## config.mk

```make
export PLATFORM = sky130hd
export DESIGN_NAME = knn_binary_classifier_3d_flat
export DESIGN_NICKNAME = d
export VERILOG_FILES = /design/src/hdl/knnbc_pkg.sv /design/src/hdl/knnbc_ifs.sv /design/src/hdl/knnbc_store.sv /design/src/hdl/knnbc_dist.sv /design/src/hdl/knnbc_rank.sv /design/src/hdl/knn_binary_classifier_3d.sv /design/src/flat_wrapper.sv
export SDC_FILE = /design/constraint.sdc
export NUM_CORES = 2
export LEC_CHECK = 0
export BUFFER_PORTS_ARGS = -buffer_cell sky130_fd_sc_hd__buf_2
export CAP_MARGIN = 30
export CORE_ASPECT_RATIO = 1.5
export CORE_UTILIZATION = 45
export CTS_CLUSTER_SIZE = 25
export DETAILED_ROUTE_END_ITERATION = 7
export GPL_TIMING_DRIVEN = 0
export PLACE_DENSITY = 0.62
export SYNTH_ARGS = -nofsm -noshare
export SYNTH_HDL_FRONTEND = slang
export SYNTH_SLANG_ARGS = --single-unit
```

## constraint.sdc

```tcl
create_clock -name clk -period 8.7 [get_ports clk]
set_input_delay 0.87 -clock clk [delete_from_list [all_inputs] [get_ports clk]]
set_output_delay 0.87 -clock clk [all_outputs]
set_load 0.01 [all_outputs]
```

## src/hdl/knnbc_pkg.sv

```systemverilog
// Shared constants, codes and control structs for the k-NN classifier.
`default_nettype none
package knnbc_pkg;

  localparam int MAX_POINTS_DEF = 32;
  localparam int MAX_K_DEF      = 8;
  localparam int COORD_BITS_DEF = 16;

  localparam int KIND_W = 2;
  localparam int K_W    = 4;
  localparam int VOTE_W = 4;

  localparam logic [KIND_W-1:0] KIND_CLEAR  = 2'd0;
  localparam logic [KIND_W-1:0] KIND_APPEND = 2'd1;
  localparam logic [KIND_W-1:0] KIND_QUERY  = 2'd2;

  localparam logic [K_W-1:0] K_RESET = 4'd1;

  localparam logic CLASS_A = 1'b0;
  localparam logic CLASS_B = 1'b1;

  // store commands from the sequencer
  typedef struct packed {
    logic clear;
    logic wr_en;
    logic rd_en;
  } store_cmd_t;

  // control into the neighbor list
  typedef struct packed {
    logic clear;
    logic ins_vld;
    logic ins_label;
  } rank_ctl_t;

endpackage
`default_nettype wire

```

## src/hdl/knnbc_ifs.sv

```systemverilog
// Channel interfaces: query/training input, classification result, k register write.
`default_nettype none
interface knnbc_in_if #(
  parameter int COORD_BITS = knnbc_pkg::COORD_BITS_DEF
);
  import knnbc_pkg::*;
  logic                         valid;
  logic                         ready;
  logic        [KIND_W-1:0]     kind;
  logic signed [COORD_BITS-1:0] coord_x;
  logic signed [COORD_BITS-1:0] coord_y;
  logic signed [COORD_BITS-1:0] coord_z;
  logic                         label;
  modport source (output valid, kind, coord_x, coord_y, coord_z, label, input ready);
  modport sink   (input valid, kind, coord_x, coord_y, coord_z, label, output ready);
endinterface

interface knnbc_out_if;
  import knnbc_pkg::*;
  logic              valid;
  logic              ready;
  logic              predicted_class;
  logic [VOTE_W-1:0] votes_a;
  logic [VOTE_W-1:0] votes_b;
  logic              store_empty;
  modport source (output valid, predicted_class, votes_a, votes_b, store_empty, input ready);
  modport sink   (input valid, predicted_class, votes_a, votes_b, store_empty, output ready);
endinterface

interface knnbc_cfg_if;
  import knnbc_pkg::*;
  logic           valid;
  logic           ready;
  logic [K_W-1:0] k_neighbors;
  modport source (output valid, k_neighbors, input ready);
  modport sink   (input valid, k_neighbors, output ready);
endinterface
`default_nettype wire

```

## src/hdl/knnbc_store.sv

```systemverilog
// Training point memory with fill count and one registered read port.
`default_nettype none
module knnbc_store #(
  parameter int MAX_POINTS = knnbc_pkg::MAX_POINTS_DEF,
  parameter int PT_W       = 49,
  parameter int IDX_W      = $clog2(MAX_POINTS),
  parameter int CNT_W      = $clog2(MAX_POINTS + 1)
) (
  input  wire                     clk,
  input  wire                     rst_n,
  input  knnbc_pkg::store_cmd_t   cmd,
  input  wire  [PT_W-1:0]         wr_data,
  input  wire  [IDX_W-1:0]        rd_addr,
  output logic [CNT_W-1:0]        count,
  output logic [PT_W-1:0]         rd_data,
  output logic                    rd_vld
);
  import knnbc_pkg::*;

  logic [PT_W-1:0]  mem [MAX_POINTS];
  logic [CNT_W-1:0] cnt_r;
  logic [PT_W-1:0]  rd_data_r;
  logic             rd_vld_r;

  // entries at or above the count are never read, so no clearing pass
  always_ff @(posedge clk) begin
    if (cmd.wr_en) begin
      mem[cnt_r[IDX_W-1:0]] <= wr_data;
    end
    if (cmd.rd_en) begin
      rd_data_r <= mem[rd_addr];
    end
  end

  always_ff @(posedge clk) begin
    if (!rst_n) begin
      cnt_r    <= '0;
      rd_vld_r <= 1'b0;
    end else begin
      rd_vld_r <= cmd.rd_en;
      if (cmd.clear) begin
        cnt_r <= '0;
      end else if (cmd.wr_en) begin
        cnt_r <= cnt_r + 1'b1;
      end
    end
  end

  assign count   = cnt_r;
  assign rd_data = rd_data_r;
  assign rd_vld  = rd_vld_r;

endmodule
`default_nettype wire

```

## src/hdl/knnbc_dist.sv

```systemverilog
// Squared distance pipeline: difference, square, sum, one register each.
`default_nettype none
module knnbc_dist #(
  parameter int COORD_BITS = knnbc_pkg::COORD_BITS_DEF,
  parameter int PT_W       = 3 * COORD_BITS + 1,
  parameter int DIST_W     = 2 * COORD_BITS + 2
) (
  input  wire                         clk,
  input  wire                         rst_n,
  input  wire                         in_vld,
  input  wire  [PT_W-1:0]             pt,
  input  wire  signed [COORD_BITS-1:0] qx,
  input  wire  signed [COORD_BITS-1:0] qy,
  input  wire  signed [COORD_BITS-1:0] qz,
  output logic                        out_vld,
  output logic [DIST_W-1:0]           sq_dist,
  output logic                        label,
  output logic                        busy
);
  import knnbc_pkg::*;

  localparam int C    = COORD_BITS;
  localparam int SQ_W = 2 * COORD_BITS;

  logic signed [C:0] dx, dy, dz;
  logic [C:0]        ax, ay, az;
  logic [C-1:0]      mx_r, my_r, mz_r;
  logic [SQ_W-1:0]   px, py, pz;
  logic [SQ_W-1:0]   sx_r, sy_r, sz_r;
  logic [DIST_W-1:0] sum;
  logic [DIST_W-1:0] dist_r;
  logic              v1_r, v2_r, v3_r;
  logic              l1_r, l2_r, l3_r;

  always_comb begin
    dx = {pt[3*C-1], pt[3*C-1:2*C]} - {qx[C-1], qx};
    dy = {pt[2*C-1], pt[2*C-1:C]}   - {qy[C-1], qy};
    dz = {pt[C-1],   pt[C-1:0]}     - {qz[C-1], qz};
    ax = dx[C] ? -dx : dx;
    ay = dy[C] ? -dy : dy;
    az = dz[C] ? -dz : dz;
  end

  // magnitude fits C bits, so each product fits exactly
  assign px  = mx_r * mx_r;
  assign py  = my_r * my_r;
  assign pz  = mz_r * mz_r;
  assign sum = DIST_W'(sx_r) + DIST_W'(sy_r) + DIST_W'(sz_r);

  always_ff @(posedge clk) begin
    mx_r   <= ax[C-1:0];
    my_r   <= ay[C-1:0];
    mz_r   <= az[C-1:0];
    l1_r   <= pt[PT_W-1];
    sx_r   <= px;
    sy_r   <= py;
    sz_r   <= pz;
    l2_r   <= l1_r;
    dist_r <= sum;
    l3_r   <= l2_r;
  end

  always_ff @(posedge clk) begin
    if (!rst_n) begin
      v1_r <= 1'b0;
      v2_r <= 1'b0;
      v3_r <= 1'b0;
    end else begin
      v1_r <= in_vld;
      v2_r <= v1_r;
      v3_r <= v2_r;
    end
  end

  assign out_vld = v3_r;
  assign sq_dist = dist_r;
  assign label   = l3_r;
  assign busy    = v1_r | v2_r | v3_r;

endmodule
`default_nettype wire

```

## src/hdl/knnbc_rank.sv

```systemverilog
// Sorted list of the nearest neighbors seen so far, with the vote count.
`default_nettype none
module knnbc_rank #(
  parameter int MAX_K  = knnbc_pkg::MAX_K_DEF,
  parameter int DIST_W = 34,
  parameter int KC_W   = $clog2(MAX_K + 1)
) (
  input  wire                    clk,
  input  wire                    rst_n,
  input  knnbc_pkg::rank_ctl_t   ctl,
  input  wire  [DIST_W-1:0]      ins_dist,
  input  wire  [KC_W-1:0]        kcap,
  output logic [KC_W-1:0]        votes_a,
  output logic [KC_W-1:0]        votes_b
);
  import knnbc_pkg::*;

  logic [DIST_W-1:0] dist_r [MAX_K];
  logic [MAX_K-1:0]  lab_r;
  logic [MAX_K-1:0]  vld_r;
  logic [MAX_K-1:0]  ge;

  // equal distance does not displace: earlier (lower index) point stays ahead
  always_comb begin
    for (int i = 0; i < MAX_K; i++) begin
      ge[i] = !vld_r[i] || (ins_dist < dist_r[i]);
    end
  end

  always_ff @(posedge clk) begin
    for (int i = 0; i < MAX_K; i++) begin
      if (ctl.ins_vld && ge[i]) begin
        if (i == 0 || !ge[(i == 0) ? 0 : i-1]) begin
          dist_r[i] <= ins_dist;
          lab_r[i]  <= ctl.ins_label;
        end else begin
          dist_r[i] <= dist_r[(i == 0) ? 0 : i-1];
          lab_r[i]  <= lab_r[(i == 0) ? 0 : i-1];
        end
      end
    end
  end

  always_ff @(posedge clk) begin
    if (!rst_n) begin
      vld_r <= '0;
    end else if (ctl.clear) begin
      vld_r <= '0;
    end else if (ctl.ins_vld) begin
      for (int i = 0; i < MAX_K; i++) begin
        if (ge[i]) begin
          vld_r[i] <= (i == 0 || !ge[(i == 0) ? 0 : i-1]) ? 1'b1 : vld_r[(i == 0) ? 0 : i-1];
        end
      end
    end
  end

  always_comb begin
    votes_a = '0;
    votes_b = '0;
    for (int i = 0; i < MAX_K; i++) begin
      if (vld_r[i] && (KC_W'(i) < kcap)) begin
        if (lab_r[i] == CLASS_B) begin
          votes_b = votes_b + 1'b1;
        end else begin
          votes_a = votes_a + 1'b1;
        end
      end
    end
  end

endmodule
`default_nettype wire

```

## src/hdl/knn_binary_classifier_3d.sv

```systemverilog
// Channel     | Dir | Payload
// in_ch       | in  | kind, coord_x, coord_y, coord_z, label
// out_ch      | out | predicted_class, votes_a, votes_b, store_empty
// cfg_ch      | in  | k_neighbors
//
// A query reads the point memory one entry per cycle, then the distance
// pipeline drains; a query on an empty store skips both. rst_n is
// synchronous; the point memory is not cleared, only the fill count. The
// result sits in an output register, so new items are taken while it waits;
// a finished query holds only if the previous result has not been
// transferred yet.
`default_nettype none
module knn_binary_classifier_3d #(
  parameter int MAX_POINTS = knnbc_pkg::MAX_POINTS_DEF,
  parameter int MAX_K      = knnbc_pkg::MAX_K_DEF,
  parameter int COORD_BITS = knnbc_pkg::COORD_BITS_DEF
) (
  input wire            clk,
  input wire            rst_n,
  knnbc_in_if.sink      in_ch,
  knnbc_out_if.source   out_ch,
  knnbc_cfg_if.sink     cfg_ch
);
  import knnbc_pkg::*;

  localparam int IDX_W  = $clog2(MAX_POINTS);
  localparam int CNT_W  = $clog2(MAX_POINTS + 1);
  localparam int KC_W   = $clog2(MAX_K + 1);
  localparam int PT_W   = 3 * COORD_BITS + 1;
  localparam int DIST_W = 2 * COORD_BITS + 2;

  localparam logic [1:0] ST_IDLE  = 2'd0;
  localparam logic [1:0] ST_SCAN  = 2'd1;
  localparam logic [1:0] ST_DRAIN = 2'd2;
  localparam logic [1:0] ST_DONE  = 2'd3;

  logic [1:0]                   state_r, state_nxt;
  logic [IDX_W-1:0]             idx_r, idx_nxt;
  logic [KC_W-1:0]              kcap_r, kcap_nxt;
  logic                         empty_r, empty_nxt;
  logic [K_W-1:0]               k_cfg_r;
  logic signed [COORD_BITS-1:0] qx_r, qy_r, qz_r;
  logic                         out_vld_r, out_vld_nxt;
  logic                         cls_r, cls_nxt;
  logic [VOTE_W-1:0]            va_r, va_nxt, vb_r, vb_nxt;
  logic                         emp_o_r, emp_o_nxt;

  logic                 in_acc;
  logic                 q_start;
  store_cmd_t           scmd;
  rank_ctl_t            rctl;
  logic [CNT_W-1:0]     cnt;
  logic [PT_W-1:0]      rd_data;
  logic                 rd_vld;
  logic                 d_vld;
  logic [DIST_W-1:0]    d_dist;
  logic                 d_label;
  logic                 d_busy;
  logic [KC_W-1:0]      votes_a, votes_b;
  logic [KC_W-1:0]      kcap_calc;

  assign in_ch.ready  = (state_r == ST_IDLE);
  assign in_acc       = in_ch.valid && in_ch.ready;
  assign q_start      = in_acc && (in_ch.kind == KIND_QUERY);
  assign cfg_ch.ready = 1'b1;

  assign scmd.clear = in_acc && (in_ch.kind == KIND_CLEAR);
  assign scmd.wr_en = in_acc && (in_ch.kind == KIND_APPEND) && (cnt < CNT_W'(MAX_POINTS));
  assign scmd.rd_en = (state_r == ST_SCAN);

  assign rctl.clear     = q_start;
  assign rctl.ins_vld   = d_vld;
  assign rctl.ins_label = d_label;

  // k limited by the list depth and by the number of stored points
  always_comb begin
    int kk;
    kk = int'(k_cfg_r);
    if (kk > MAX_K) begin
      kk = MAX_K;
    end
    if (kk > int'(cnt)) begin
      kk = int'(cnt);
    end
    kcap_calc = KC_W'(kk);
  end

  knnbc_store #(
    .MAX_POINTS (MAX_POINTS),
    .PT_W       (PT_W),
    .IDX_W      (IDX_W),
    .CNT_W      (CNT_W)
  ) u_store (
    .clk     (clk),
    .rst_n   (rst_n),
    .cmd     (scmd),
    .wr_data ({in_ch.label, in_ch.coord_x, in_ch.coord_y, in_ch.coord_z}),
    .rd_addr (idx_r),
    .count   (cnt),
    .rd_data (rd_data),
    .rd_vld  (rd_vld)
  );

  knnbc_dist #(
    .COORD_BITS (COORD_BITS),
    .PT_W       (PT_W),
    .DIST_W     (DIST_W)
  ) u_dist (
    .clk     (clk),
    .rst_n   (rst_n),
    .in_vld  (rd_vld),
    .pt      (rd_data),
    .qx      (qx_r),
    .qy      (qy_r),
    .qz      (qz_r),
    .out_vld (d_vld),
    .sq_dist (d_dist),
    .label   (d_label),
    .busy    (d_busy)
  );

  knnbc_rank #(
    .MAX_K  (MAX_K),
    .DIST_W (DIST_W),
    .KC_W   (KC_W)
  ) u_rank (
    .clk      (clk),
    .rst_n    (rst_n),
    .ctl      (rctl),
    .ins_dist (d_dist),
    .kcap     (kcap_r),
    .votes_a  (votes_a),
    .votes_b  (votes_b)
  );

  always_comb begin
    state_nxt   = state_r;
    idx_nxt     = idx_r;
    kcap_nxt    = kcap_r;
    empty_nxt   = empty_r;
    out_vld_nxt = out_vld_r;
    cls_nxt     = cls_r;
    va_nxt      = va_r;
    vb_nxt      = vb_r;
    emp_o_nxt   = emp_o_r;

    if (out_vld_r && out_ch.ready) begin
      out_vld_nxt = 1'b0;
    end

    case (state_r)
      ST_IDLE: begin
        if (q_start) begin
          idx_nxt   = '0;
          kcap_nxt  = kcap_calc;
          empty_nxt = (cnt == '0);
          state_nxt = (cnt == '0) ? ST_DONE : ST_SCAN;
        end
      end
      ST_SCAN: begin
        idx_nxt = idx_r + 1'b1;
        if (CNT_W'(idx_r) == cnt - 1'b1) begin
          state_nxt = ST_DRAIN;
        end
      end
      ST_DRAIN: begin
        if (!rd_vld && !d_busy) begin
          state_nxt = ST_DONE;
        end
      end
      ST_DONE: begin
        if (!out_vld_r || out_ch.ready) begin
          out_vld_nxt = 1'b1;
          emp_o_nxt   = empty_r;
          if (empty_r) begin
            cls_nxt = CLASS_B;
            va_nxt  = '0;
            vb_nxt  = '0;
          end else begin
            cls_nxt = (votes_a > votes_b) ? CLASS_A : CLASS_B;
            va_nxt  = VOTE_W'(votes_a);
            vb_nxt  = VOTE_W'(votes_b);
          end
          state_nxt = ST_IDLE;
        end
      end
      default: begin
        state_nxt = ST_IDLE;
      end
    endcase
  end

  always_ff @(posedge clk) begin
    if (!rst_n) begin
      state_r   <= ST_IDLE;
      out_vld_r <= 1'b0;
      k_cfg_r   <= K_RESET;
    end else begin
      state_r   <= state_nxt;
      out_vld_r <= out_vld_nxt;
      if (cfg_ch.valid && cfg_ch.ready) begin
        k_cfg_r <= cfg_ch.k_neighbors;
      end
    end
  end

  always_ff @(posedge clk) begin
    idx_r   <= idx_nxt;
    kcap_r  <= kcap_nxt;
    empty_r <= empty_nxt;
    cls_r   <= cls_nxt;
    va_r    <= va_nxt;
    vb_r    <= vb_nxt;
    emp_o_r <= emp_o_nxt;
    if (q_start) begin
      qx_r <= in_ch.coord_x;
      qy_r <= in_ch.coord_y;
      qz_r <= in_ch.coord_z;
    end
  end

  assign out_ch.valid           = out_vld_r;
  assign out_ch.predicted_class = cls_r;
  assign out_ch.votes_a         = va_r;
  assign out_ch.votes_b         = vb_r;
  assign out_ch.store_empty     = emp_o_r;

endmodule
`default_nettype wire
```

## src/flat_wrapper.sv

```systemverilog
// flat-port wrapper written by rule: the top's interface ports become plain ports
module knn_binary_classifier_3d_flat import knnbc_pkg::*;
#(
  parameter int MAX_POINTS = knnbc_pkg::MAX_POINTS_DEF,
  parameter int MAX_K      = knnbc_pkg::MAX_K_DEF,
  parameter int COORD_BITS = knnbc_pkg::COORD_BITS_DEF
)
  (clk, rst_n, in_ch_valid, in_ch_kind, in_ch_coord_x, in_ch_coord_y, in_ch_coord_z, in_ch_label, in_ch_ready, out_ch_valid, out_ch_predicted_class, out_ch_votes_a, out_ch_votes_b, out_ch_store_empty, out_ch_ready, cfg_ch_valid, cfg_ch_k_neighbors, cfg_ch_ready);
  knnbc_in_if #(.COORD_BITS(COORD_BITS)) in_ch_i ();
  knnbc_out_if out_ch_i ();
  knnbc_cfg_if cfg_ch_i ();
  input wire clk;
  input wire rst_n;
  input wire logic [$bits(in_ch_i.valid)-1:0] in_ch_valid;
  input wire logic [$bits(in_ch_i.kind)-1:0] in_ch_kind;
  input wire logic [$bits(in_ch_i.coord_x)-1:0] in_ch_coord_x;
  input wire logic [$bits(in_ch_i.coord_y)-1:0] in_ch_coord_y;
  input wire logic [$bits(in_ch_i.coord_z)-1:0] in_ch_coord_z;
  input wire logic [$bits(in_ch_i.label)-1:0] in_ch_label;
  output wire logic [$bits(in_ch_i.ready)-1:0] in_ch_ready;
  output wire logic [$bits(out_ch_i.valid)-1:0] out_ch_valid;
  output wire logic [$bits(out_ch_i.predicted_class)-1:0] out_ch_predicted_class;
  output wire logic [$bits(out_ch_i.votes_a)-1:0] out_ch_votes_a;
  output wire logic [$bits(out_ch_i.votes_b)-1:0] out_ch_votes_b;
  output wire logic [$bits(out_ch_i.store_empty)-1:0] out_ch_store_empty;
  input wire logic [$bits(out_ch_i.ready)-1:0] out_ch_ready;
  input wire logic [$bits(cfg_ch_i.valid)-1:0] cfg_ch_valid;
  input wire logic [$bits(cfg_ch_i.k_neighbors)-1:0] cfg_ch_k_neighbors;
  output wire logic [$bits(cfg_ch_i.ready)-1:0] cfg_ch_ready;
  assign in_ch_i.valid = in_ch_valid;
  assign in_ch_i.kind = in_ch_kind;
  assign in_ch_i.coord_x = in_ch_coord_x;
  assign in_ch_i.coord_y = in_ch_coord_y;
  assign in_ch_i.coord_z = in_ch_coord_z;
  assign in_ch_i.label = in_ch_label;
  assign in_ch_ready = in_ch_i.ready;
  assign out_ch_valid = out_ch_i.valid;
  assign out_ch_predicted_class = out_ch_i.predicted_class;
  assign out_ch_votes_a = out_ch_i.votes_a;
  assign out_ch_votes_b = out_ch_i.votes_b;
  assign out_ch_store_empty = out_ch_i.store_empty;
  assign out_ch_i.ready = out_ch_ready;
  assign cfg_ch_i.valid = cfg_ch_valid;
  assign cfg_ch_i.k_neighbors = cfg_ch_k_neighbors;
  assign cfg_ch_ready = cfg_ch_i.ready;
  knn_binary_classifier_3d #(.MAX_POINTS(MAX_POINTS), .MAX_K(MAX_K), .COORD_BITS(COORD_BITS)) u_core (.clk(clk), .rst_n(rst_n), .in_ch(in_ch_i), .out_ch(out_ch_i), .cfg_ch(cfg_ch_i));
endmodule
```

-- Word level (Yosys, flattened, before mapping)
Memories as Yosys holds them, arrays and structs flattened. A register that Yosys moved wholly into a read port is not among the register bits.
Cells that the tools add are included.
- register bits: 282
- memory bits (writable): 1840
- input bits: 60
- output and inout bits: 13
- word-level logic and storage cells: 291
- memories kept: 2
- add/sub/neg operators: 25
- multiply operators: 3
- $lt $le $gt $ge: 20
- equal/unequal tests: 10
- muxes and demuxes: 116
- bitwise gates (word level): 10
- reduce and logical (&&, ||, !) cells: 61
- memories (name ; words ; width ; rd ports ; clocked after Yosys merged registers in ; write ports ; RTL line ; source):
    u_core.u_store.mem ; 32 ; 49 ; 1 ; 1 ; 1 ; knnbc_store.sv:20 ; logic [PT_W-1:0] mem [MAX_POINTS];
    u_core.u_rank.dist_r ; 8 ; 34 ; 8 ; 0 ; 8 ; knnbc_rank.sv:18 ; logic [DIST_W-1:0] dist_r [MAX_K];
- operator list (kind ; number):
    34-bit < comparator ; 8
    34-bit two-way mux ; 7
    4-bit two-way mux ; 32
    16-bit by 16-bit multiplier with 32-bit output ; 3
    1-bit two-way mux ; 66
    4-bit by 1-bit adder with 4-bit output, second input constant ; 14
    16-bit by 16-bit subtractor with 17-bit output ; 3
    16-bit two-way mux ; 3
    16-bit negator ; 3
    33-bit by 32-bit adder with 34-bit output ; 1
    32-bit by 32-bit adder with 33-bit output ; 1
    1-bit logical AND ; 23
    2-bit AND reduction ; 11
    3-bit by 4-bit < comparator with 1-bit output, first input constant ; 4
    1-bit zero test ; 11
    2-bit two-way mux ; 5
    5-bit one-hot mux with 2 select lines ; 1
    1-bit logical OR ; 9
    1-bit bitwise OR ; 9
    1-bit by 4-bit < comparator with 1-bit output, first input constant ; 2
    2-bit by 4-bit < comparator with 1-bit output, first input constant ; 2
    2-bit one-hot mux with 4 select lines ; 1
    6-bit by 1-bit adder with 6-bit output, second input constant ; 1
    2-bit equality test, second input constant ; 3
    17 further kinds ; 22

-- Logic depth before layout (Yosys ltp)
- word-level depth: 26
- mapped depth: 27
- gate-level depth less buffers: 25

-- Cells and area by module
A second synthesis with hierarchy kept.
- cells, all modules: 8918
- area total of the unflattened synthesis: 117019.7 um^2
- modules (own cells, without submodules) (module ; times used ; cells each ; area an instance (um^2)):
    knnbc_store ; 1 ; 3469 ; 62645.1
    knnbc_dist ; 1 ; 3568 ; 31685.4
    knnbc_rank ; 1 ; 1692 ; 19675.1
    knn_binary_classifier_3d ; 1 ; 189 ; 3014.1

-- Worst setup path after synthesis
OpenSTA, ideal clock, no wires.
- path kind: reg-to-reg
- start point: register u_core.u_dist.mz_r[9]
- end point: register u_core.u_dist.sz_r[29]
- library setup time: 72 ps
- arrival time: 6066 ps
- slack: 2562 ps
- stages on the path, launching flop included: 25
- buffers on the path: 1
- clock period less this slack: 6138 ps
- path through: dfxtp_1 > clkbuf_1 > nand2_1 > fa_1 > inv_1 > fa_1 > inv_1 > fa_1 > inv_1 > fa_1 > inv_1 > fa_1 > fa_1 > inv_1 > ha_1 > a21oi_1 > o21ai_0 > a2111oi_0 > nor2_1 > a221o_1 > nand4_1 > a21boi_0 > o31ai_1 > nor2b_1 > xnor2_1
- word-level cells in the longest chain between the ends: 1
- RTL lines (item ; RTL line ; source):
    start, declared ; knnbc_dist.sv:27 ; logic [C-1:0] mx_r, my_r, mz_r;
    start signal, assigned ; knnbc_dist.sv:53 ; mz_r <= az[C-1:0];
    16-bit by 16-bit multiplier with 32-bit output ; knnbc_dist.sv:47 ; assign pz = mz_r * mz_r;
    via u_core.u_dist.pz[29] ; knnbc_dist.sv:28 ; logic [SQ_W-1:0] px, py, pz;
    end signal, assigned ; knnbc_dist.sv:57 ; sz_r <= pz;
    end, declared ; knnbc_dist.sv:29 ; logic [SQ_W-1:0] sx_r, sy_r, sz_r;
The timed path passes the listed nets, and every way through them passes these cells.
A chain may end at the register's enable or synchronous reset.

-- Worst setup path after layout
- start point: register u_core.u_dist.mz_r[5]
- end point: register u_core.u_dist.sz_r[31]
Same word-level chain as after synthesis.

==> summary.txt <==
Status
  • Status: finished clean

Placement
  • Hpwl dp: 210,400 um
  • GPL Wtd Cong: 0.8560
  • DP Area: 121,200 sq um
  • IO Port Bufs: 70

Hold path
  • Hold Crit Start: cfg_ch_k_neighbors[0]
  • Worst min path class: input port to flop
  • Hold Path Stages: 3

Drt
  • Final WL: 274,100 um
  • TritonRoute pass-1 iters: 5
  • Vias: 62.66k
  • Via/cell ratio: 5.484
  • Detail Route Antenna Nets: 0
  • Max Used Layer: met5
  • Met3 wire length: 10,070 um
  • Drt first-iter violations: 4,041
  • DRC viols: 0
  • Met2 wire length: 156,400 um
  • DR WL/cell: 23.99 um
  • Met1 WL: 94,980 um

Timing
  • Relative slew margins: 30.34%
  • Final setup fails: 0
  • Post-layout min period: 7.938 ns
  • Fin crit share: 91.24%
  • F_max: 126.0 MHz
  • Worst slew pin tran: 1.045 ns
  • Final hold violation count: 0
  • RSZ-0062 raised after global routing: no
  • Setup Skew: 0.1140 ns
  • Count of pins over their slew limit: 0

Clocking
  • CTS tree: yes
  • Post-CTS setup buffers: 0
  • Cts bufs inserted: 207
  • Clk buf depth: 4
  • CTS sink cnt: 2,168
  • H-tree levels: 4
  • Clock latency at the later pin of the worst-skew pair: 0.90 ns
  • Clock root cell: clkbuf_16
  • PostCTS Resize Cnt: 0
  • Clock Pin Slew Worst Setup and Hold Paths: 0.07 ns
  • CTS Hold Bufs: 0

Critical path
  • Reg2reg start: u_core.u_dist.mz_r[5]
  • Worst Setup SP: u_core.u_dist.mz_r[5]
  • Worst-case reg-to-reg path depth: 24
  • Crit path required time: 9.35 ns
  • Worst setup SP type: flop
  • Worst Path Max Fanout: 10
  • WS Path Type: flop to flop
  • Crit path DAT: 8.59 ns
  • CP Capture Type: flop

Synthesis
  • Post-synthesis cell type count: 104
  • Register area share after synthesis: 55.34%
  • Number of synthesized flops with an enable pin: 1,965
  • Async S/R FF share, synth: 0%
  • Most common cell in the netlist: edfxtp_1
  • Top cells by count, synth: edfxtp_1 (1,965), inv_1 (1,121), ha_1 (670)
  • Synthesis-stage register bit count: 2,168
  • Cell area after synthesis: 114,000 sq um
  • Top FF cell, synth: edfxtp_1
  • Area fraction of the dominant cell type after synthesis: 51.77%
  • Top area cells in the synthesized netlist: edfxtp_1 (52%), mux4_2 (9.7%), fa_1 (9.3%)
  • Synth Instances: 7,548
  • Synth area leader: edfxtp_1
  • Yosys Warn Count: 0
  • Avg Inst Size Synth: 15.10 sq um

GRT
  • Largest net degree at the start of global routing: 37
  • Vias in the first global route: 68.15k
  • Initial antenna violation count: 17
  • Gr usage total: 21.60%
  • First-pass GRT wire length: 409,700 um
  • GRT overflow: 0

Floorplanning
  • Initial core utilization: 45.39%
  • Die ar.: 255,300 sq um
  • Die W: 412.9 um
  • Core area: 251,100 sq um
  • Std cell rows: 225
  • Die Y: 618.4 um
  • Ports: 73

Cells and area
  • Share of cells above drive strength 1: 16.91%
  • Multi-input logic area: 46,140 sq um
  • Storage cell area: 63,070 sq um
  • NumNets Final: 9,228
  • Area Overhead vs Synth: 12.19%
  • Fillers: 20.93k
  • Final instance area: 127,900 sq um

Job
  • Total of max-cap violations: 0
-- cells by family (layout without fill, tap and decap cells) --
| kind of cell | after synthesis | count (layout) | share of synthesized area (%) |
|---|---|---|---|
| AOI/OAI and AO/OA | 755 | 755 | 4.499 |
| xor gates and xnor gates | 235 | 235 | 1.849 |
| muxes | 803 | 803 | 12.77 |
| buffers and inverters | 1339 | 1919 | 4.453 |
| adders and majority gates | 1198 | 1198 | 16.62 |
| DFF | 2168 | 2168 | 55.34 |
| other | 2 | 8 | 0.006589 |
| and+or+nand+nor | 1048 | 1048 | 4.465 |
-- flip-flops by register name (all words and copies together) (netlist names), 16 cells and up --
register / count
u_core.u_dist.mx_r: 16
u_core.u_dist.sy_r: 31
u_core.u_dist.sz_r: 31
u_core.u_dist.sq_dist: 34
u_core.qx_r: 16
u_core.u_rank.dist_r: 272
u_core.u_dist.mz_r: 16
u_core.qy_r: 16
u_core.u_store.rd_data: 49
u_core.u_dist.my_r: 16
u_core.qz_r: 16
u_core.u_store.mem: 1568
u_core.u_dist.sx_r: 31
-- worst max-delay path: stages, from the launching register on --
cell	delay, ns
dfxtp_1	0.67
clkbuf_1	0.48
nand2_1	0.21
fa_1	0.56
inv_1	0.06
fa_1	0.50
inv_1	0.06
fa_1	0.54
inv_1	0.05
fa_1	0.47
inv_1	0.05
fa_1	0.46
fa_1	0.54
inv_1	0.05
ha_1	0.32
a21oi_1	0.13
o21ai_0	0.13
a2111oi_0	0.53
nor2_1	0.20
a221o_1	0.43
nand4_1	0.13
a21boi_0	0.11
o31ai_1	0.30
a21oi_1	0.14
xnor2_1	0.60
-- layer usage --
layer  GRT usage (%)  vias to the layer above
met2           42.59                     1410
met3           2.589                      547
met5               0                        -
met1           22.57                    32419
met4           9.078                       12
li1                -                    28272
-- placed cells by master (no fill, tap or decap), types with 25 or more instances in the layout --
cell type,n
clkbuf_16,212
nor2_4,36
xor2_1,80
a211oi_1,33
o21a_1,44
o21ai_0,120
nor3_1,38
mux4_2,490
a21o_1,161
nand2b_1,39
inv_1,1123
buf_1,34
buf_2,95
fa_1,527
a31oi_1,25
ha_1,669
edfxtp_1,1965
a21oi_1,175
nor2b_1,48
nand3_1,54
xnor2_1,150
nor2_1,226
dfxtp_1,203
nand2_1,306
clkinv_2,32
buf_8,59
mux2_1,41
nand4_1,47
buf_12,64
and2_1,149
clkinv_1,48
mux2_2,260
clkbuf_1,189
-- path summary, 6_finish.rpt --
| path | endpoint | slack [ns] |
|---|---|---|
| setup / recovery | u_core.u_dist.sz_r[31] | 0.76 |
| hold / removal | u_core.k_cfg_r[0] | 0.19 |
| setup reg to reg | u_core.u_dist.sz_r[31] | 0.76 |
| hold reg to reg | u_core.u_dist.l1_r | 0.30 |
-- metrics by stage --
step           setup TNS, ns  hold WS, ns  util, %  worst slack [ns]  instances
2_1_floorplan              0       0.3096        -             2.562       7550
3_3_place_gp         -0.4117       0.3293    47.17          -0.02984      10911
3_5_place_dp               0       0.3311    48.27            0.6911      11045
4_1_cts                    0       0.1234    50.87            0.6469      11413
5_1_grt                    0       0.1665    50.92            0.1853      11422
6_report                   0       0.1898    50.92            0.7623      11425
-- layout make-up --
cell class	count	share of cell area, %
Sequential cell	2168	49.33
Multi-Input combinational cell	4043	36.09
Clock buffer	251	4.295
Inverter	1123	3.299
Tap cell	3291	3.220
Timing Repair Buffer	212	2.293
Clock inverter	117	0.8024
Buffer	216	0.6732
Antenna cell	4	0.007828
Power is left out: the tool's default activity adds up to more than one toggle a clock period on the data nets, which glitch-free logic cannot reach.
